<file path="src/design/plwq_pkg.sv">
package plwq_pkg;

    localparam int QUEUE_DEPTH = 64;
    localparam int ID_WIDTH    = 16;
    localparam int COUNT_W     = $clog2(QUEUE_DEPTH + 1);
    localparam int STATUS_W    = 3;

    typedef logic [ID_WIDTH-1:0] id_t;
    typedef logic [COUNT_W-1:0]  count_t;

    // Result status codes
    typedef enum logic [STATUS_W-1:0] {
        ST_GRANTED   = 3'd0,
        ST_QUEUED    = 3'd1,
        ST_HANDED    = 3'd2,
        ST_FREED     = 3'd3,
        ST_NOT_OWNER = 3'd4,
        ST_FULL      = 3'd5
    } status_t;

    // Request kinds
    typedef enum logic {
        KIND_ACQUIRE = 1'b0,
        KIND_RELEASE = 1'b1
    } kind_t;

    // Datapath operations
    typedef enum logic [2:0] {
        OP_NONE,
        OP_GRANT,
        OP_INSERT,
        OP_POP,
        OP_FREE
    } op_t;

    // Controller to datapath
    typedef struct packed {
        logic    capture;
        op_t     op;
        logic    load_result;
        status_t status;
    } cmd_t;

    // Datapath to controller
    typedef struct packed {
        kind_t kind;
        logic  held;
        logic  owner_match;
        logic  empty;
        logic  full;
    } stat_t;

endpackage

</file>
<file path="src/design/plwq_req_if.sv">
interface plwq_req_if;
    logic                          valid;
    logic                          ready;
    logic                          kind;
    logic [plwq_pkg::ID_WIDTH-1:0] requester_id;

    modport source (output valid, output kind, output requester_id, input ready);
    modport sink   (input valid, input kind, input requester_id, output ready);
endinterface

</file>
<file path="src/design/plwq_rsp_if.sv">
interface plwq_rsp_if;
    logic                          valid;
    logic                          ready;
    logic [plwq_pkg::STATUS_W-1:0] status;
    logic [plwq_pkg::ID_WIDTH-1:0] owner_id;
    logic [plwq_pkg::ID_WIDTH-1:0] woken_id;

    modport source (output valid, output status, output owner_id, output woken_id,
                    input ready);
    modport sink   (input valid, input status, input owner_id, input woken_id,
                    output ready);
endinterface

</file>
<file path="src/design/plwq_datapath.sv">
module plwq_datapath (
    input  logic                          clk,
    input  logic                          rst_n,
    input  logic                          req_kind,
    input  logic [plwq_pkg::ID_WIDTH-1:0] req_id,
    input  plwq_pkg::cmd_t                cmd,
    output plwq_pkg::stat_t               stat,
    output logic [plwq_pkg::STATUS_W-1:0] status,
    output logic [plwq_pkg::ID_WIDTH-1:0] owner_id,
    output logic [plwq_pkg::ID_WIDTH-1:0] woken_id
);
    import plwq_pkg::*;

    kind_t   kind_reg;
    id_t     id_reg;
    logic    held_reg;
    logic    held_next;
    id_t     owner_reg;
    id_t     owner_next;
    count_t  count_reg;
    count_t  count_next;
    id_t     waiters_reg  [QUEUE_DEPTH];
    id_t     waiters_next [QUEUE_DEPTH];
    logic [QUEUE_DEPTH-1:0] stay;
    status_t status_reg;
    id_t     owner_out_reg;
    id_t     woken_reg;

    // Hold the captured request
    always_ff @(posedge clk)
    begin
        if (cmd.capture)
        begin
            kind_reg <= kind_t'(req_kind);
            id_reg   <= req_id;
        end
    end

    // Report the lock state against the captured request
    assign stat.kind        = kind_reg;
    assign stat.held        = held_reg;
    assign stat.owner_match = (owner_reg == id_reg);
    assign stat.empty       = (count_reg == '0);
    assign stat.full        = (count_reg == COUNT_W'(QUEUE_DEPTH));

    // Mark cells that keep their entry on insert (valid and not below the new id)
    always_comb
    begin
        for (int i = 0; i < QUEUE_DEPTH; i++)
        begin
            stay[i] = (COUNT_W'(i) < count_reg) && (waiters_reg[i] >= id_reg);
        end
    end

    // Shift chain: insert shifts the tail down, pop shifts everything up
    always_comb
    begin
        for (int i = 0; i < QUEUE_DEPTH; i++)
        begin
            waiters_next[i] = waiters_reg[i];
            case (cmd.op)
                OP_INSERT:
                begin
                    if (!stay[i])
                    begin
                        if (i == 0)
                        begin
                            waiters_next[i] = id_reg;
                        end
                        else if (stay[i-1])
                        begin
                            waiters_next[i] = id_reg;
                        end
                        else
                        begin
                            waiters_next[i] = waiters_reg[i-1];
                        end
                    end
                end
                OP_POP:
                begin
                    if (i < QUEUE_DEPTH - 1)
                    begin
                        waiters_next[i] = waiters_reg[i+1];
                    end
                end
                default:
                begin
                    waiters_next[i] = waiters_reg[i];
                end
            endcase
        end
    end

    always_ff @(posedge clk)
    begin
        for (int i = 0; i < QUEUE_DEPTH; i++)
        begin
            waiters_reg[i] <= waiters_next[i];
        end
    end

    // Update owner and fill count
    always_comb
    begin
        held_next  = held_reg;
        owner_next = owner_reg;
        count_next = count_reg;
        case (cmd.op)
            OP_GRANT:
            begin
                held_next  = 1'b1;
                owner_next = id_reg;
            end
            OP_INSERT:
            begin
                count_next = count_reg + COUNT_W'(1);
            end
            OP_POP:
            begin
                owner_next = waiters_reg[0];
                count_next = count_reg - COUNT_W'(1);
            end
            OP_FREE:
            begin
                held_next  = 1'b0;
                owner_next = '0;
            end
            default:
            begin
                held_next = held_reg;
            end
        endcase
    end

    always_ff @(posedge clk or negedge rst_n)
    begin
        if (!rst_n)
        begin
            held_reg  <= 1'b0;
            owner_reg <= '0;
            count_reg <= '0;
        end
        else
        begin
            held_reg  <= held_next;
            owner_reg <= owner_next;
            count_reg <= count_next;
        end
    end

    // Load the result register
    always_ff @(posedge clk)
    begin
        if (cmd.load_result)
        begin
            status_reg    <= cmd.status;
            owner_out_reg <= held_next ? owner_next : '0;
            woken_reg     <= (cmd.op == OP_POP) ? waiters_reg[0] : '0;
        end
    end

    assign status   = status_reg;
    assign owner_id = owner_out_reg;
    assign woken_id = woken_reg;

endmodule

</file>
<file path="src/design/plwq_ctrl.sv">
module plwq_ctrl (
    input  logic            clk,
    input  logic            rst_n,
    input  logic            req_valid,
    output logic            req_ready,
    output logic            rsp_valid,
    input  logic            rsp_ready,
    input  plwq_pkg::stat_t stat,
    output plwq_pkg::cmd_t  cmd
);
    import plwq_pkg::*;

    typedef enum logic [1:0] {
        S_IDLE,
        S_EXEC,
        S_OUT
    } state_t;

    state_t state_reg;
    logic   req_ready_reg;
    logic   rsp_valid_reg;

    // Advance state and registered handshake outputs
    always_ff @(posedge clk or negedge rst_n)
    begin
        if (!rst_n)
        begin
            state_reg     <= S_IDLE;
            req_ready_reg <= 1'b1;
            rsp_valid_reg <= 1'b0;
        end
        else
        begin
            case (state_reg)
                S_IDLE:
                begin
                    if (req_valid && req_ready_reg)
                    begin
                        state_reg     <= S_EXEC;
                        req_ready_reg <= 1'b0;
                    end
                end
                S_EXEC:
                begin
                    state_reg     <= S_OUT;
                    rsp_valid_reg <= 1'b1;
                end
                S_OUT:
                begin
                    if (rsp_ready)
                    begin
                        state_reg     <= S_IDLE;
                        rsp_valid_reg <= 1'b0;
                        req_ready_reg <= 1'b1;
                    end
                end
                default:
                begin
                    state_reg     <= S_IDLE;
                    req_ready_reg <= 1'b1;
                    rsp_valid_reg <= 1'b0;
                end
            endcase
        end
    end

    assign req_ready = req_ready_reg;
    assign rsp_valid = rsp_valid_reg;

    // Decide the operation for the captured request
    always_comb
    begin
        cmd.capture     = (state_reg == S_IDLE) && req_valid && req_ready_reg;
        cmd.op          = OP_NONE;
        cmd.load_result = 1'b0;
        cmd.status      = ST_GRANTED;
        if (state_reg == S_EXEC)
        begin
            cmd.load_result = 1'b1;
            case (stat.kind)
                KIND_ACQUIRE:
                begin
                    if (!stat.held)
                    begin
                        cmd.op     = OP_GRANT;
                        cmd.status = ST_GRANTED;
                    end
                    else if (stat.full)
                    begin
                        cmd.status = ST_FULL;
                    end
                    else
                    begin
                        cmd.op     = OP_INSERT;
                        cmd.status = ST_QUEUED;
                    end
                end
                KIND_RELEASE:
                begin
                    if (!stat.held || !stat.owner_match)
                    begin
                        cmd.status = ST_NOT_OWNER;
                    end
                    else if (stat.empty)
                    begin
                        cmd.op     = OP_FREE;
                        cmd.status = ST_FREED;
                    end
                    else
                    begin
                        cmd.op     = OP_POP;
                        cmd.status = ST_HANDED;
                    end
                end
                default:
                begin
                    cmd.status = ST_NOT_OWNER;
                end
            endcase
        end
    end

endmodule

</file>
<file path="src/design/priority_lock_wait_queue_top.sv">
// Single lock with a priority wait queue. Each request item is an acquire or a
// release by a requester id, which is also its priority (higher is served first).
// An acquire of a free lock is granted; an acquire of a held lock is placed in a
// 64-entry wait queue in descending id order behind equal ids, or flagged as
// queue full. A release by the owner hands the lock to the queue head (reported
// as woken_id) or frees it; a release by anyone else is refused. Each request
// gives exactly one response. The queue is a shifting sorted register chain; the
// controller takes one item at a time through capture, execute and response, and
// accepts no new request until the response side has taken the last response.
module priority_lock_wait_queue_top (
    input  logic       clk,
    input  logic       rst_n,
    plwq_req_if.sink   req,
    plwq_rsp_if.source rsp
);
    import plwq_pkg::*;

    cmd_t  cmd;
    stat_t stat;

    plwq_ctrl u_ctrl (
        .clk       (clk),
        .rst_n     (rst_n),
        .req_valid (req.valid),
        .req_ready (req.ready),
        .rsp_valid (rsp.valid),
        .rsp_ready (rsp.ready),
        .stat      (stat),
        .cmd       (cmd)
    );

    plwq_datapath u_datapath (
        .clk      (clk),
        .rst_n    (rst_n),
        .req_kind (req.kind),
        .req_id   (req.requester_id),
        .cmd      (cmd),
        .stat     (stat),
        .status   (rsp.status),
        .owner_id (rsp.owner_id),
        .woken_id (rsp.woken_id)
    );

endmodule
</file>
<file path="src/flat_wrapper.sv">
// flat-port wrapper written by rule: the top's interface ports become plain ports
module priority_lock_wait_queue_top_flat import plwq_pkg::*;
  (clk, rst_n, req_valid, req_kind, req_requester_id, req_ready, rsp_valid, rsp_status, rsp_owner_id, rsp_woken_id, rsp_ready);
  plwq_req_if req_i ();
  plwq_rsp_if rsp_i ();
  input  logic clk;
  input  logic rst_n;
  input wire logic [$bits(req_i.valid)-1:0] req_valid;
  input wire logic [$bits(req_i.kind)-1:0] req_kind;
  input wire logic [$bits(req_i.requester_id)-1:0] req_requester_id;
  output wire logic [$bits(req_i.ready)-1:0] req_ready;
  output wire logic [$bits(rsp_i.valid)-1:0] rsp_valid;
  output wire logic [$bits(rsp_i.status)-1:0] rsp_status;
  output wire logic [$bits(rsp_i.owner_id)-1:0] rsp_owner_id;
  output wire logic [$bits(rsp_i.woken_id)-1:0] rsp_woken_id;
  input wire logic [$bits(rsp_i.ready)-1:0] rsp_ready;
  assign req_i.valid = req_valid;
  assign req_i.kind = req_kind;
  assign req_i.requester_id = req_requester_id;
  assign req_ready = req_i.ready;
  assign rsp_valid = rsp_i.valid;
  assign rsp_status = rsp_i.status;
  assign rsp_owner_id = rsp_i.owner_id;
  assign rsp_woken_id = rsp_i.woken_id;
  assign rsp_i.ready = rsp_ready;
  priority_lock_wait_queue_top u_core (.clk(clk), .rst_n(rst_n), .req(req_i), .rsp(rsp_i));
endmodule
</file>
<file path="config.mk">
export PLATFORM = sky130hd
export DESIGN_NAME = priority_lock_wait_queue_top_flat
export DESIGN_NICKNAME = d
export VERILOG_FILES = /design/src/design/plwq_pkg.sv /design/src/design/plwq_req_if.sv /design/src/design/plwq_rsp_if.sv /design/src/design/plwq_datapath.sv /design/src/design/plwq_ctrl.sv /design/src/design/priority_lock_wait_queue_top.sv /design/src/flat_wrapper.sv
export SDC_FILE = /design/constraint.sdc
export NUM_CORES = 2
export LEC_CHECK = 0
export BUFFER_PORTS_ARGS = -buffer_cell sky130_fd_sc_hd__buf_2
export CAP_MARGIN = 20
export CORE_MARGIN = 4
export CORE_UTILIZATION = 35
export CTS_BUF_LIST = sky130_fd_sc_hd__clkbuf_8
export DETAILED_ROUTE_END_ITERATION = 10
export GPL_ROUTABILITY_DRIVEN = 0
export GPL_TIMING_DRIVEN = 1
export PLACE_DENSITY = 0.53
export REMOVE_ABC_BUFFERS = 1
export SLEW_MARGIN = 20
export SYNTH_ARGS = -nofsm -noshare
export SYNTH_HDL_FRONTEND = slang
export SYNTH_SLANG_ARGS = --single-unit
export TNS_END_PERCENT = 1
</file>
<file path="constraint.sdc">
create_clock -name clk -period 7.1 [get_ports clk]
set_clock_uncertainty 0.1 [all_clocks]
set_input_delay 1.42 -clock clk [delete_from_list [all_inputs] [get_ports clk]]
set_output_delay 1.42 -clock clk [all_outputs]
set_load 0.01 [all_outputs]
</file>
# Yosys cells after proc, flatten, opt, wreduce, memory -nomap -nowiden
# Memory sizes are Yosys's and may differ from the RTL's.
# Index checks and enable logic that the tools add are counted.
# word_totals
out_inout_bits,37
n_memories,1
register_bits,80
word_cells,444
input_bits,21
ram_bits,1024
# classes
n_bitwise,3
eq_ne,10
n_reduce_logical,76
order_cmp,128
add_sub_neg,2
muxes,213
# mem_list
memory,words,width,rd,rd_clocked_by_memory_dff,write_ports,line,text
u_core.u_datapath.waiters_reg,64,16,64,0,64,plwq_datapath.sv:22,id_t waiters_reg [QUEUE_DEPTH];
# op_table
operator,count
16-bit two-way mux,128
16-bit case mux with 2 select lines,63
16-bit greater-or-equal comparator,64
"6-bit by 7-bit less-than comparator with 1-bit output, first input constant",32
"5-bit by 7-bit less-than comparator with 1-bit output, first input constant",16
1-bit logical AND,67
"4-bit by 7-bit less-than comparator with 1-bit output, first input constant",8
16-bit case mux with 3 select lines,1
"3-bit by 7-bit less-than comparator with 1-bit output, first input constant",4
16-bit equality test,1
3-bit two-way mux,5
"1-bit by 7-bit less-than comparator with 1-bit output, first input constant",2
"2-bit by 7-bit less-than comparator with 1-bit output, first input constant",2
7-bit case mux with 2 select lines,1
3-bit case mux with 2 select lines,2
2-bit two-way mux,4
"7-bit by 1-bit adder with 7-bit output, second input constant",1
"7-bit equality test, second input constant",1
7-bit zero test,1
7-bit two-way mux,1
"7-bit by 1-bit subtractor with 7-bit output, second input constant",1
"3-bit by 2-bit equality test with 1-bit output, second input constant",2
1-bit case mux with 3 select lines,2
2-bit case mux with 3 select lines,1
other kinds (14),22

# Longest topological paths before layout
# logic_depth
word_depth,8
mapped_depth,14
depth_no_buf,9

# Modules after synthesis
# A second synthesis with hierarchy kept.
# hier_totals
cells_unflattened,7535
hier_area_um2,78170.0
# by_module_without_submodules
module,instances,cells_each,seq_area_each_um2,area_per_inst_um2
plwq_datapath,1,7502,32911.6,77911.0
plwq_ctrl,1,33,101.3,259.0

# Worst setup path before layout
# No wires, ideal clock.
# synth_timing
path_kind,reg-to-reg
startpoint,"reg, netlist name u_core.u_datapath.id_reg[6]"
endpoint,"mem u_core.u_datapath.waiters_reg[1][352] (netlist bit), enable pin"
arrival_ps,5017
path_stages_with_launch,14
required_time_ps,6589
path_buffers,5
path_slack_ps,1572
period_less_slack_ps,5528
setup_time_ps,411
path_cell_list,edfxtp_1 > clkbuf_1 > clkbuf_1 > clkbuf_1 > inv_1 > ha_1 > a21oi_1 > o21ai_0 > a2111o_1 > a31oi_1 > a211oi_1 > buf_2 > clkbuf_1 > o21ai_0
# synth_lines
element,line
"end, declared",plwq_datapath.sv:22

==> flow_summary.json <==
{
  "clk_latency_ns": 1.00,
  "ys.flop_type": "edfxtp_1",
  "timing.rr.end": "u_core.u_datapath.waiters_reg[1][182]",
  "drtIter0Drc": 6834,
  "area_delta_synth_final_pct": 9.79,
  "die_h_um": 480,
  "hold_path_depth": 1,
  "io_buffers": 57,
  "leakagePower_nw": 34.1,
  "required_ns": 7.66,
  "netlist_instances": 7642,
  "maxSlewViolCount": 0,
  "dpl.hpwl_mm": 203,
  "remaining_drc_errors": 0,
  "reg2reg_depth": 10,
  "synth.distinct_cells": 72,
  "root_buffer": "clkbuf_8",
  "hold_viol": 0,
  "clockBufferDepth": 3,
  "status": "finished, final reports clean",
  "cts_resized": 0,
  "gr-usage-all-layers": 0.249,
  "drive_gt1_frac": 0.0831,
  "setup_violations": 0,
  "grt_setup_unrepaired": "no",
  "via_per_inst": 5.95,
  "netlist_area_um2": 77800,
  "n_fill_cell": 21900,
  "h-tree-depth": 4,
  "path_clk_slew_ns": 0.06,
  "boundaryPins": 58,
  "synth-seq-area-share": 0.424,
  "relSlewSlack": 0.228,
  "coreArea_um2": 220000,
  "worstHoldPathType": "flip-flop to flip-flop",
  "ant_nets": 0,
  "endpoint_kind": "flip-flop",
  "ir_worst_vdd_mv": 0.206,
  "initial_core_util": 0.353,
  "hold_buffers": 0,
  "grt_pass1_vias": 63000,
  "wl_mm": 297,
  "tightest_slew_ns": 1.16,
  "postCtsSetupRepairBufs": 0,
  "period_needed_ns": 4.89,
  "antenna_found_initial": 8,
  "fmax_ghz": 0.204,
  "mostFrequentLayoutCell": "edfxtp_1",
  "yosysWarnings": 0,
  "holdWs_ns": 0.377,
  "hp-start": "u_core.u_ctrl.rsp_valid",
  "largest_register_ffs": 1024,
  "final_cell_mix": "edfxtp_1 (1076), nand2_1 (1075), ha_1 (1027)",
  "final.setup.tns_ns": 0,
  "grt_pass1_wl_mm": 430,
  "dr.pass1.iters": 9,
  "crit_path_max_fanout": 29,
  "critical_path.startpoint": "u_core.u_datapath.id_reg[11]",
  "dr_total_vias": 64000,
  "synth_largest_area_cell": "edfxtp_1",
  "final_nets": 8680,
  "synth_edf_count": 1076,
  "cts.sinks": 1104,
  "criticalPathCategory": "flip-flop to flip-flop",
  "synth_seq_cells": 1104,
  "fin_crit_sh": 0.689,
  "syn_area_per_cell_um2": 10.2,
  "synthTopCellsByArea": "edfxtp_1 (42%), ha_1 (17%), mux2i_1 (11%), nand2_1 (5.2%), o21ai_1 (3.9%)",
  "worstSetupStartpointType": "flip-flop",
  "die-area_um2": 230000,
  "whs_endpoint": "u_core.u_ctrl.rsp_valid",
  "wl_per_cell_um": 27.6,
  "cts_buffers": 202,
  "worst_ep_arrival_time_ns": 5.45,
  "reg2reg_from": "u_core.u_datapath.id_reg[11]",
  "power_density_nw_per_um2": 177,
  "synthArstFlopShare": 0.0254,
  "synth_top_area_frac": 0.415,
  "die_w_um": 480,
  "reg2reg_slack_ns": 2.21,
  "tritoncts": "yes",
  "cap_violations": 0,
  "rows": 172,
  "grt_start_max_net_pins": 224,
  "overflow": 0
}
## routing by layer
metal | share of wire | vias to the layer above | track usage
li1 | - | 28800 | -
met1 | 0.44 | 31700 | 0.347
met2 | 0.44 | 2872 | 0.386
met3 | 0.078 | 633 | 0.0413
met4 | 0.043 | 8 | 0.102
met5 | 0.00016 | - | 0
## worst max-delay path by stage
stage                                            end  slack [ns]  cells after the start
2_1_floorplan  u_core.u_datapath.waiters_reg[0][128]      -44.58                      6
3_3_place_gp   u_core.u_datapath.waiters_reg[1][183]        2.30                     10
3_5_place_dp   u_core.u_datapath.waiters_reg[1][181]        2.19                     10
4_1_cts        u_core.u_datapath.waiters_reg[1][181]        2.16                     10
5_1_grt        u_core.u_datapath.waiters_reg[1][181]        1.94                     10
6_report       u_core.u_datapath.waiters_reg[1][182]        2.21                     10
## area by class of cell
type,instances,area [µm²],share of cell area
diodes,3,7.51,0.0000878
clock buffers,210,2890,0.0338
clock inverters,161,835,0.00977
repair buffers,284,2200,0.0257
multi-input cells,5884,42200,0.494
well taps,2958,3700,0.0433
inverters,156,623,0.00729
flip-flops and latches,1104,33000,0.386
## power breakdown
group          total, mW  switching, mW  internal, mW
registers           7.29         0.0684          7.23
logic               1.94           1.24         0.699
clock network       5.92           3.05          2.87
## critical path, cell delays in order, from the launching register on
cell	delay, ns
edfxtp_1	0.32
buf_4	0.48
inv_4	0.43
ha_1	0.46
a21oi_1	0.17
a21oi_1	0.08
a2111o_1	0.34
a31oi_1	0.75
nor2_2	0.35
a21oi_1	0.74
buf_4	0.31
## cell usage after synthesis (30+ instances only)
cell,count
nand2_1,1077
edfxtp_1,1076
ha_1,1027
mux2i_1,831
o21ai_1,602
a21oi_1,497
o21ai_0,408
nor2_1,299
clkbuf_1,296
nand3_1,204
inv_1,155
o211ai_1,123
a21o_1,118
buf_2,96
a31oi_1,79
nand4_1,75
nand2b_1,64
nor3_1,61
buf_6,58
a211oi_1,54
and3_1,36
buf_1,30
## through the flow
step / setup WS, ns / cell area [µm²] / total power, mW / cells / utilization
after global placement: 2.30 / 81500 / 9.28 / 10400 / 0.370
final: 2.21 / 85500 / 15.1 / 10800 / 0.388
after CTS: 2.16 / 85400 / 15.2 / 10800 / 0.387
after detailed placement: 2.19 / 81600 / 9.31 / 10400 / 0.370
after global routing: 1.94 / 85500 / 15.6 / 10800 / 0.388
after floorplan: -44.58 / 75300 / 8.64 / 7144 / -
## kinds of logic (layout without fill, tap and decap cells)
| logic type | count (synthesis) | after routing | share of synthesized area |
|---|---|---|---|
| and+or+nand+nor | 1892 | 1892 | 0.104 |
| muxes | 847 | 847 | 0.109 |
| DFF | 1104 | 1104 | 0.424 |
| buffers and inverters | 654 | 811 | 0.0395 |
| other | 0 | 3 | 0 |
| adders and majority gates | 1027 | 1027 | 0.165 |
| AOI/OAI and AO/OA | 2099 | 2099 | 0.156 |
| xor gates and xnor gates | 19 | 19 | 0.00214 |
No activity file was read; power rests on OpenSTA's default activity.
